**config.mk**
```make
export PLATFORM = sky130hd
export DESIGN_NAME = timestamped_edge_capture_fifo_unit
export DESIGN_NICKNAME = d
export VERILOG_FILES = /design/src/design/tecf_pkg.sv /design/src/design/tecf_ram.sv /design/src/design/timestamped_edge_capture_fifo_unit.sv
export SDC_FILE = /design/constraint.sdc
export NUM_CORES = 2
export LEC_CHECK = 0
export ABC_AREA = 1
export BUFFER_PORTS_ARGS = -buffer_cell sky130_fd_sc_hd__buf_2
export CORE_UTILIZATION = 40
export DETAILED_ROUTE_END_ITERATION = 6
export GPL_TIMING_DRIVEN = 0
export HOLD_SLACK_MARGIN = 0.06
export PLACE_DENSITY = 0.59
export RECOVER_POWER = 25
export SLEW_MARGIN = 15
export SYNTH_ARGS = -nofsm -noshare
export SYNTH_HDL_FRONTEND = slang
export SYNTH_HIERARCHICAL = 1
export SYNTH_SLANG_ARGS = --single-unit
```
**constraint.sdc**
```tcl
create_clock -name clk_i -period 8.4 [get_ports clk_i]
set_input_delay 1.68 -clock clk_i [delete_from_list [all_inputs] [get_ports clk_i]]
set_output_delay 1.68 -clock clk_i [all_outputs]
set_load 0.02 [all_outputs]
```
**src/design/tecf_pkg.sv**
```systemverilog
// Shared types and constants for the timestamped edge capture queue.
// No dependencies.
package tecf_pkg;

  localparam int unsigned QueueDepth = 64;
  localparam int unsigned IdxW       = $clog2(QueueDepth);
  localparam int unsigned StampW     = 32;
  localparam int unsigned EntryW     = StampW + 2;

  typedef enum logic [2:0] {
    OpEdge  = 3'd0,
    OpPop   = 3'd1,
    OpStart = 3'd2,
    OpStop  = 3'd3,
    OpQuery = 3'd4
  } op_e;

  typedef logic [IdxW-1:0]   idx_t;
  typedef logic [StampW-1:0] stamp_t;

endpackage

```
**src/design/tecf_ram.sv**
```systemverilog
// Generic single-write, single-read RAM with registered read data.
// No dependencies.
module tecf_ram #(
  parameter int unsigned Width = 8,
  parameter int unsigned Depth = 16
) (
  input  logic                     clk_i,
  input  logic                     we_i,
  input  logic [$clog2(Depth)-1:0] waddr_i,
  input  logic [Width-1:0]         wdata_i,
  input  logic                     re_i,
  input  logic [$clog2(Depth)-1:0] raddr_i,
  output logic [Width-1:0]         rdata_o
);

  logic [Width-1:0] mem_q [Depth];
  logic [Width-1:0] rdata_q;

  always_ff @(posedge clk_i) begin
    if (we_i) begin
      mem_q[waddr_i] <= wdata_i;
    end
    if (re_i) begin
      rdata_q <= mem_q[raddr_i];
    end
  end

  assign rdata_o = rdata_q;

endmodule

```
**src/design/timestamped_edge_capture_fifo_unit.sv**
```systemverilog
// Capture queue of a two-wire logic analyzer: ring of timestamped SDA/SCL levels.
// Depends on tecf_pkg and tecf_ram.
//
// Usage:
//   Input channel (in_valid_i/in_ready_o) carries one operation per beat:
//   edge event, pop oldest, start capture, stop capture or idle query, with
//   the line levels and the free-running microsecond time now_us_i.
//   Output channel (out_valid_o/out_ready_i) returns exactly one result beat
//   per input beat, in order: found flag, popped levels, stamp and the sticky
//   overflow flag.
//   Pipeline: the edge that accepts an input beat updates the state, loads
//   the middle stage and starts the registered store read; the result
//   register is loaded from the middle stage once the output is free.
//   Throughput: one beat per cycle while results are taken; each op needs at
//   most one access to the one-write, one-read entry store.
//   The ring has QueueDepth slots and holds up to QueueDepth-1 entries.
//   Reset: ring empty, capture off, overflow clear, origin zero; store
//   contents are undefined and are never read before being written.
//   Receiver stall: the result register holds its beat, one more result
//   waits in the middle stage, then in_ready_o drops until the stall clears.
module timestamped_edge_capture_fifo_unit (
  input  logic                   clk_i,
  input  logic                   rst_ni,
  input  logic                   in_valid_i,
  output logic                   in_ready_o,
  input  logic [2:0]             op_i,
  input  logic                   sda_i,
  input  logic                   scl_i,
  input  tecf_pkg::stamp_t       now_us_i,
  output logic                   out_valid_o,
  input  logic                   out_ready_i,
  output logic                   found_o,
  output logic                   sda_out_o,
  output logic                   scl_out_o,
  output tecf_pkg::stamp_t       stamp_us_o,
  output logic                   overflow_seen_o
);
  import tecf_pkg::*;

  function automatic idx_t advance(input idx_t idx);
    idx_t nxt;
    if (idx == idx_t'(QueueDepth - 1)) begin
      nxt = '0;
    end else begin
      nxt = idx + idx_t'(1);
    end
    return nxt;
  endfunction

  idx_t   wr_idx_q, wr_idx_d;
  idx_t   rd_idx_q, rd_idx_d;
  stamp_t origin_q, origin_d;
  logic   armed_q, armed_d;
  logic   lost_q, lost_d;

  logic   s1_valid_q, s1_valid_d;
  logic   s1_pop_q, s1_pop_d;
  logic   s1_found_q, s1_found_d;
  stamp_t s1_stamp_q, s1_stamp_d;
  logic   s1_ovf_q;

  logic   out_valid_q, out_valid_d;
  logic   found_q, sda_q, scl_q, ovf_q;
  stamp_t stamp_q;

  logic              accept, out_free, out_load;
  logic              ram_we, ram_re;
  logic [EntryW-1:0] ram_wdata, ram_rdata;
  stamp_t            elapsed;
  idx_t              wr_next;

  assign out_free   = !out_valid_q || out_ready_i;
  assign out_load   = s1_valid_q && out_free;
  assign in_ready_o = !s1_valid_q || out_free;
  assign accept     = in_valid_i && in_ready_o;

  assign elapsed   = now_us_i - origin_q;
  assign wr_next   = advance(wr_idx_q);
  assign ram_wdata = {elapsed, scl_i, sda_i};

  always_comb begin
    wr_idx_d   = wr_idx_q;
    rd_idx_d   = rd_idx_q;
    origin_d   = origin_q;
    armed_d    = armed_q;
    lost_d     = lost_q;
    ram_we     = 1'b0;
    ram_re     = 1'b0;
    s1_pop_d   = 1'b0;
    s1_found_d = 1'b0;
    s1_stamp_d = '0;
    case (op_e'(op_i))
      OpEdge: begin
        if (armed_q) begin
          if (wr_next == rd_idx_q) begin
            lost_d  = 1'b1;
            armed_d = 1'b0;
          end else begin
            ram_we   = accept;
            wr_idx_d = wr_next;
          end
        end
      end
      OpPop: begin
        if (wr_idx_q != rd_idx_q) begin
          ram_re     = accept;
          s1_pop_d   = 1'b1;
          s1_found_d = 1'b1;
          rd_idx_d   = advance(rd_idx_q);
        end
      end
      OpStart: begin
        wr_idx_d = '0;
        rd_idx_d = '0;
        lost_d   = 1'b0;
        origin_d = now_us_i;
        armed_d  = 1'b1;
      end
      OpStop: begin
        armed_d = 1'b0;
      end
      OpQuery: begin
        s1_stamp_d = elapsed;
        s1_found_d = (wr_idx_q == rd_idx_q);
      end
      default: begin
      end
    endcase
  end

  always_comb begin
    s1_valid_d = s1_valid_q;
    if (accept) begin
      s1_valid_d = 1'b1;
    end else if (out_load) begin
      s1_valid_d = 1'b0;
    end
    out_valid_d = out_valid_q;
    if (out_load) begin
      out_valid_d = 1'b1;
    end else if (out_ready_i) begin
      out_valid_d = 1'b0;
    end
  end

  always_ff @(posedge clk_i or negedge rst_ni) begin
    if (!rst_ni) begin
      wr_idx_q    <= '0;
      rd_idx_q    <= '0;
      origin_q    <= '0;
      armed_q     <= 1'b0;
      lost_q      <= 1'b0;
      s1_valid_q  <= 1'b0;
      out_valid_q <= 1'b0;
    end else begin
      s1_valid_q  <= s1_valid_d;
      out_valid_q <= out_valid_d;
      if (accept) begin
        wr_idx_q <= wr_idx_d;
        rd_idx_q <= rd_idx_d;
        origin_q <= origin_d;
        armed_q  <= armed_d;
        lost_q   <= lost_d;
      end
    end
  end

  always_ff @(posedge clk_i) begin
    if (accept) begin
      s1_pop_q   <= s1_pop_d;
      s1_found_q <= s1_found_d;
      s1_stamp_q <= s1_stamp_d;
      s1_ovf_q   <= lost_d;
    end
    if (out_load) begin
      found_q <= s1_found_q;
      sda_q   <= s1_pop_q & ram_rdata[0];
      scl_q   <= s1_pop_q & ram_rdata[1];
      stamp_q <= s1_pop_q ? ram_rdata[EntryW-1:2] : s1_stamp_q;
      ovf_q   <= s1_ovf_q;
    end
  end

  tecf_ram #(
    .Width (EntryW),
    .Depth (QueueDepth)
  ) u_ram (
    .clk_i   (clk_i),
    .we_i    (ram_we),
    .waddr_i (wr_idx_q),
    .wdata_i (ram_wdata),
    .re_i    (ram_re),
    .raddr_i (rd_idx_q),
    .rdata_o (ram_rdata)
  );

  assign out_valid_o     = out_valid_q;
  assign found_o         = found_q;
  assign sda_out_o       = sda_q;
  assign scl_out_o       = scl_q;
  assign stamp_us_o      = stamp_q;
  assign overflow_seen_o = ovf_q;

endmodule

```
======== After elaboration in Yosys (flattened, before gate mapping) ========
Memory sizes are Yosys's and may differ from the RTL's. A register that Yosys moved wholly into a read port is not among the register bits.
Index checks and enable logic that the tools add are counted.
Widths: inputs -> output; s select.
storage, ports and cells
  memories ................................ 1
  bits of input ports ..................... 41
  register bits after elaboration ......... 119
  bits in writable memories ............... 2,176
  logic and storage cells ................. 77
  output and inout bits ................... 38
cells by class
  bitwise operators ....................... 2
  reduce and logical (&&, ||, !) cells .... 16
  muxes and demuxes ....................... 27
  $add $sub $neg .......................... 3
  equal/unequal tests ..................... 12
memories
  memory       depth  bits a word  rd ports  clocked after Yosys merged registers in  write ports  RTL line        RTL
  u_ram.mem_q  64     34           1         1                                        1            tecf_ram.sv:16  logic [Width-1:0] mem_q [Depth];
operators with widths
  cell                 number
  $mux 32              1
  $sub 32x32->32       1
  $mux 6               5
  $pmux 6 s2           2
  $mux 1               16
  $add 6x1->6 const B  2
  $eq 6x6->1           2
  $eq 6x6->1 const B   2
  $reduce_bool 2->1    4
  $eq 3x2->1 const B   2
  $ne 2x2->1 const B   3
  $ne 6x6->1           1
  $pmux 1 s2           2
  $reduce_and 2->1     2
  $reduce_and 4->1     1
  $eq 3x1->1 const B   1
  $eq 3x3->1 const B   1
  $logic_not 3->1      1
  $pmux 1 s3           1
  $reduce_and 3->1     1
  $reduce_bool 3->1    1
  $and 1x1->1          2
  $logic_and 1x1->1    2
  $logic_not 1->1      2
  $logic_or 1x1->1     2

======== Depth between registers and ports, before layout ========
  depth after elaboration ................. 9
  gate-level depth with buffers ........... 15
  depth with buffers taken out ............ 14

======== By module ========
The synthesis kept the hierarchy.
by module, submodules not included
  module                              times used  sequential area each (sq um)  area each (sq um)  cells an instance
  tecf_ram                            1           66,363.6                      88,282.2           7,188
  timestamped_edge_capture_fifo_unit  1           3,333.2                       7,324.5            899

======== Worst setup path after synthesis ========
OpenSTA, ideal clock, no wires.
  path type ............................... input port to flip-flop
  start point ............................. input out_ready_i
  end point ............................... memory u_ram/mem_q[48][0] (netlist name), enable pin
  data arrival time ....................... 6,757 ps
  required time ........................... 7,889 ps
  slack ................................... 1,131 ps
  path buffers ............................ 1
  setup time .............................. 511 ps
  cell stages on the path ................. 9
  cells stage by stage .................... inv_1 -> nand3_1 -> nand2_2 -> inv_2 -> nand2_1 -> nor3_1 -> clkbuf_1 -> nand4_1 -> nor4_1
between the ends
  longest elaborated chain between the ends .. 8
RTL lines
  element                       RTL line                                  RTL
  from (decl)                   timestamped_edge_capture_fifo_unit.sv:31  input logic out_ready_i,
  $logic_or 1x1->1              timestamped_edge_capture_fifo_unit.sv:72  assign out_free = !out_valid_q || out_ready_i;
  $logic_or 1x1->1              timestamped_edge_capture_fifo_unit.sv:74  assign in_ready_o = !s1_valid_q || out_free;
  via in_ready_o                timestamped_edge_capture_fifo_unit.sv:25  output logic in_ready_o,
  $logic_and 1x1->1             timestamped_edge_capture_fifo_unit.sv:75  assign accept = in_valid_i && in_ready_o;
  via accept                    timestamped_edge_capture_fifo_unit.sv:66  logic accept, out_free, out_load;
  $mux 1                        timestamped_edge_capture_fifo_unit.sv:95  if (wr_next == rd_idx_q) begin
  $mux 1                        timestamped_edge_capture_fifo_unit.sv:94  if (armed_q) begin
  $mux 1                        timestamped_edge_capture_fifo_unit.sv:92  case (op_e'(op_i))
  via ram_we                    timestamped_edge_capture_fifo_unit.sv:67  logic ram_we, ram_re;
  $mux 1                        tecf_ram.sv:20                            if (we_i) begin
  $mux 1 (implied by the code)  tecf_ram.sv:21                            mem_q[waddr_i] <= wdata_i;
  to (decl)                     tecf_ram.sv:16
The timed path passes the listed nets, and every way through them passes these cells.

======== Worst setup path after layout ========
  start point ............................. input out_ready_i
  end point ............................... memory u_ram/mem_q[51][9] (netlist name), enable pin
between the ends
  longest elaborated chain between the ends .. 8
RTL lines
  element                       RTL line
  $logic_or 1x1->1              timestamped_edge_capture_fifo_unit.sv:72
  $logic_or 1x1->1              timestamped_edge_capture_fifo_unit.sv:74
  $logic_and 1x1->1             timestamped_edge_capture_fifo_unit.sv:75
  via accept                    timestamped_edge_capture_fifo_unit.sv:66
  $mux 1                        timestamped_edge_capture_fifo_unit.sv:95
  $mux 1                        timestamped_edge_capture_fifo_unit.sv:94
  $mux 1                        timestamped_edge_capture_fifo_unit.sv:92
  via ram_we                    timestamped_edge_capture_fifo_unit.sv:67
  $mux 1                        tecf_ram.sv:20
  $mux 1 (implied by the code)  tecf_ram.sv:21
The timed path passes the listed nets, and every way through them passes these cells.

==> qor.txt <==
Asr flop ratio synth: 0.02061
Post-CTS Setup Inserts: 0
CP Max Fanout: 37
Setup crit start kind: input pin
Number of synthesized register bits: 2,329
Grt total ovfl: 0
Post-route setup TNS: 0 ns
Internal Power: 23.70 mW
Top cells by area in the synthesized netlist: edfxtp_1, nand3_1, nand2_1
FF/Latch Area: 69,700 um2
Global Route Usage Sum: 0.3017
Top cell type's share of synthesized area: 0.7164
Root buf cell: clkbuf_16
Post-synth net total: 8,162
CTS tree: yes
Max clock buf depth: 3
RR Endpoint: u_ram/mem_q[51][9]$_DFFE_PP_
Cell Area, Synth: 95,610 um2
Failing checks: design-rule violations, max-capacitance violations, max-slew violations
Switching Share: 0.4342
Final worst-path cycle share: 0.8597
Hold Path Class: reg2reg
Max Cap Viol: 22
Ys Warns: 6
Antenna-violating nets left: 0
Sequential share of power: 0.353
Status: finished, violations left
Post-synth EDFFs: 2,281
Rel. slew slack: -1.405
Detail-routed via count per cell: 5.831
Global-route wire length before repair: 505.9 mm
Setup-failing EPs final: 0
Worst path required time: 9.03 ns
Fill cells: 21.29k
Fin nets: 8,673
Pleak: 39.83 nW
Largest stage delay on the critical path: 1.13 ns
Initial core utilization: 0.4023
Layout Utilization: 0.4676
H-tree Lvls: 4
Worst Tran Pin Value: 3.607 ns
Most used cell, CP: buf_2
CP Cell Sequence: buf_2 -> inv_1 -> nand3_1 -> nand2_1 -> inv_1 -> nand2_1 -> nor3_1 -> clkbuf_1 -> nand4_1 -> nor4_2 -> buf_4 -> buf_4 -> buf_2 -> buf_4 -> buf_2 -> buf_2
R2r setup slk: 1.69 ns
CORE AREA: 237,600 um2
Worst skew pair latency: 0.98 ns
Layout area overhead: 16.21%
Cell row count: 179
Worst slack, placed: 1.217 ns
Maximum VDD drop: 287.9 uV
Slew Limit Fails: 853
Die area: 241,000 um2
Final Hold Violating Endpoints: 0
# hold bufs at CTS: 0
Sw Pwr: 18.19 mW
R2R Path Start: out_valid_o$_DFFE_PN0P_
Drt first-iter violations: 10.89k
Clk pin slew, worst setup/hold paths: 0.06 ns
Routed wire length: 370.7 mm
Sink Count: 2,329
Worst setup margin: 1.179 ns
# DRC: 13
Post-cts gate resize count: 0
F_max: 0.1385 GHz
Multi-input gate area: 23,200 um2
Worst r2r path cells: 14
Share of layout cells above drive strength 1: 0.1153
Comb power frac: 0.403
Slowest-stage cell, CP: inv_1
Pwr dens: 377.0 nW/um2
WHS Endpoint: out_valid_o$_DFFE_PN0P_
Placed inst area: 104,200 um2
Hpwl dp: 265.8 mm
Hold Path Depth: 2
Routed via count: 69.81k
Yosys cell types: 44
I/O Pins: 79
Dominant delay contributor by cell family on the critical path: buffers and inverters
Leading area contributor after synthesis: edfxtp_1
Drt first pass iters: 7
CTS Buf Count: 230
Tmin final: 7.221 ns
Vias in the first global route: 63.83k
Setup repair after global routing missed its margin: false
Routed wire per std cell: 30.96 um
Placer congestion estimate: 1.046
Crit path DAT: 7.85 ns
Min-Delay Startpoint: s1_valid_q$_DFFE_PN0P_
Largest net degree at the start of global routing: 65
Top_reg_cell synth: edfxtp_1
Post-route cell area: 111,100 um2
Worst Skew: 0.1232 ns
CP Class: in2reg
Die H: 490.9 um
Mapped Avg Cell Area: 11.82 um2
Clk pwr share: 0.244
Gate Count Post-Synth: 8,087
Cell depth of the worst setup path: 16
Crit end category: flip-flop
Post-synthesis sequential area ratio: 0.7290
Die width: 490.9 um
CP Buf/Inv Count: 10
Port Buffer Count: 78
Initial antenna violation count: 42
-- power by group through the flow --
stage,Sequential (mW),Clock (mW),Combinational (mW)
2_1_floorplan,15.0,0,7.75
3_3_place_gp,15.3,0,15.4
4_1_cts,14.7,10.2,16.4
5_1_grt,14.8,10.7,17.3
3_5_place_dp,14.9,0,16.4
6_report,14.8,10.2,16.9
-- tightest hold or removal path, delay by kind of cell, from the launching register on --
kind                   cells  cell delay (ns)
AND/OR/NAND/NOR            1             0.06
buffers and inverters      1             0.06
flip-flops                 1             0.34
-- how the worst max path moves through the flow --
| stage | start | endpoint |
|---|---|---|
| 3_3_place_gp | out_ready_i | u_ram/mem_q[50][28]$_DFFE_PP_ |
| 6_report | out_ready_i | u_ram/mem_q[51][9]$_DFFE_PP_ |
| 2_1_floorplan | out_ready_i | u_ram/mem_q[48][0]$_DFFE_PP_ |
| 3_5_place_dp | out_ready_i | u_ram/mem_q[51][28]$_DFFE_PP_ |
| 5_1_grt | out_ready_i | u_ram/mem_q[51][9]$_DFFE_PP_ |
| 4_1_cts | out_ready_i | u_ram/mem_q[51][9]$_DFFE_PP_ |
-- cell type report --
cell class              count  area share
well taps                3167     0.03567
flip-flops and latches   2329      0.6273
multi-input cells        5099      0.2088
diodes                     12   0.0002703
repair buffers            279     0.03256
clock inverters           145     0.01297
clock buffers             283     0.05359
plain buffers             491     0.02274
inverters                 168    0.006081
-- per-stage QoR --
step	std cells	total power, mW	hold WS, ns
after floorplan	8087	22.73	0.4003
after global placement	11330	30.71	0.4649
after detailed placement	11530	31.29	0.4938
after CTS	11960	41.33	0.5093
after global routing	11960	42.79	0.5131
final	11970	41.89	0.4959
-- kinds of logic after synthesis --
family                     count (synthesis)  synth area share
and+or+nand+nor                         4898            0.2218
adders and majority gates                 34          0.004528
DFF                                     2329            0.7290
AOI/OAI and AO/OA                        118          0.006347
xor gates and xnor gates                  17          0.001557
buffers and inverters                    659           0.03304
muxes                                     32          0.003769
-- cells in the mapped netlist (all sizes together) (8+ instances only) --
cell	n
buf	394
nand3	2066
mux2	32
inv	167
nand4	23
a21oi	46
xnor2	9
nor3	8
nor4	10
ha	33
o21ai	68
clkbuf	97
nor2	136
edfxtp	2281
xor2	8
nand2	2642
dfrtp	48
-- sequential cells by signal, summed over array words and instances, names as in the netlist, 6 cells and up --
name,count
rd_idx_q,6
u_ram/rdata_o,34
s1_stamp_q,32
u_ram/mem_q,2176
stamp_us_o,32
wr_idx_q,6
origin_q,32
-- routing by layer --
layer / GRT usage / vias to the layer above / routed length, um
met4: 0.1613 / 40 / 23900
met1: 0.3947 / 34430 / 137600
met3: 0.08977 / 1003 / 47930
met2: 0.4512 / 4706 / 160900
met5: 0 / - / 312
li1: - / 29630 / -
-- placed cells by master (no fill, tap or decap), types with 39 or more instances in the layout --
| master | instances |
|---|---|
| clkbuf_1 | 211 |
| inv_1 | 136 |
| nor2_4 | 57 |
| a21oi_1 | 46 |
| buf_1 | 39 |
| buf_4 | 94 |
| buf_12 | 66 |
| nand3_1 | 2065 |
| clkinv_1 | 63 |
| nand2_1 | 2635 |
| dfrtp_1 | 48 |
| nor2_1 | 75 |
| buf_2 | 336 |
| o21ai_0 | 60 |
| edfxtp_1 | 2281 |
| buf_16 | 53 |
| clkbuf_16 | 230 |
| clkinv_2 | 41 |
Power figures use the tool's default switching activity.
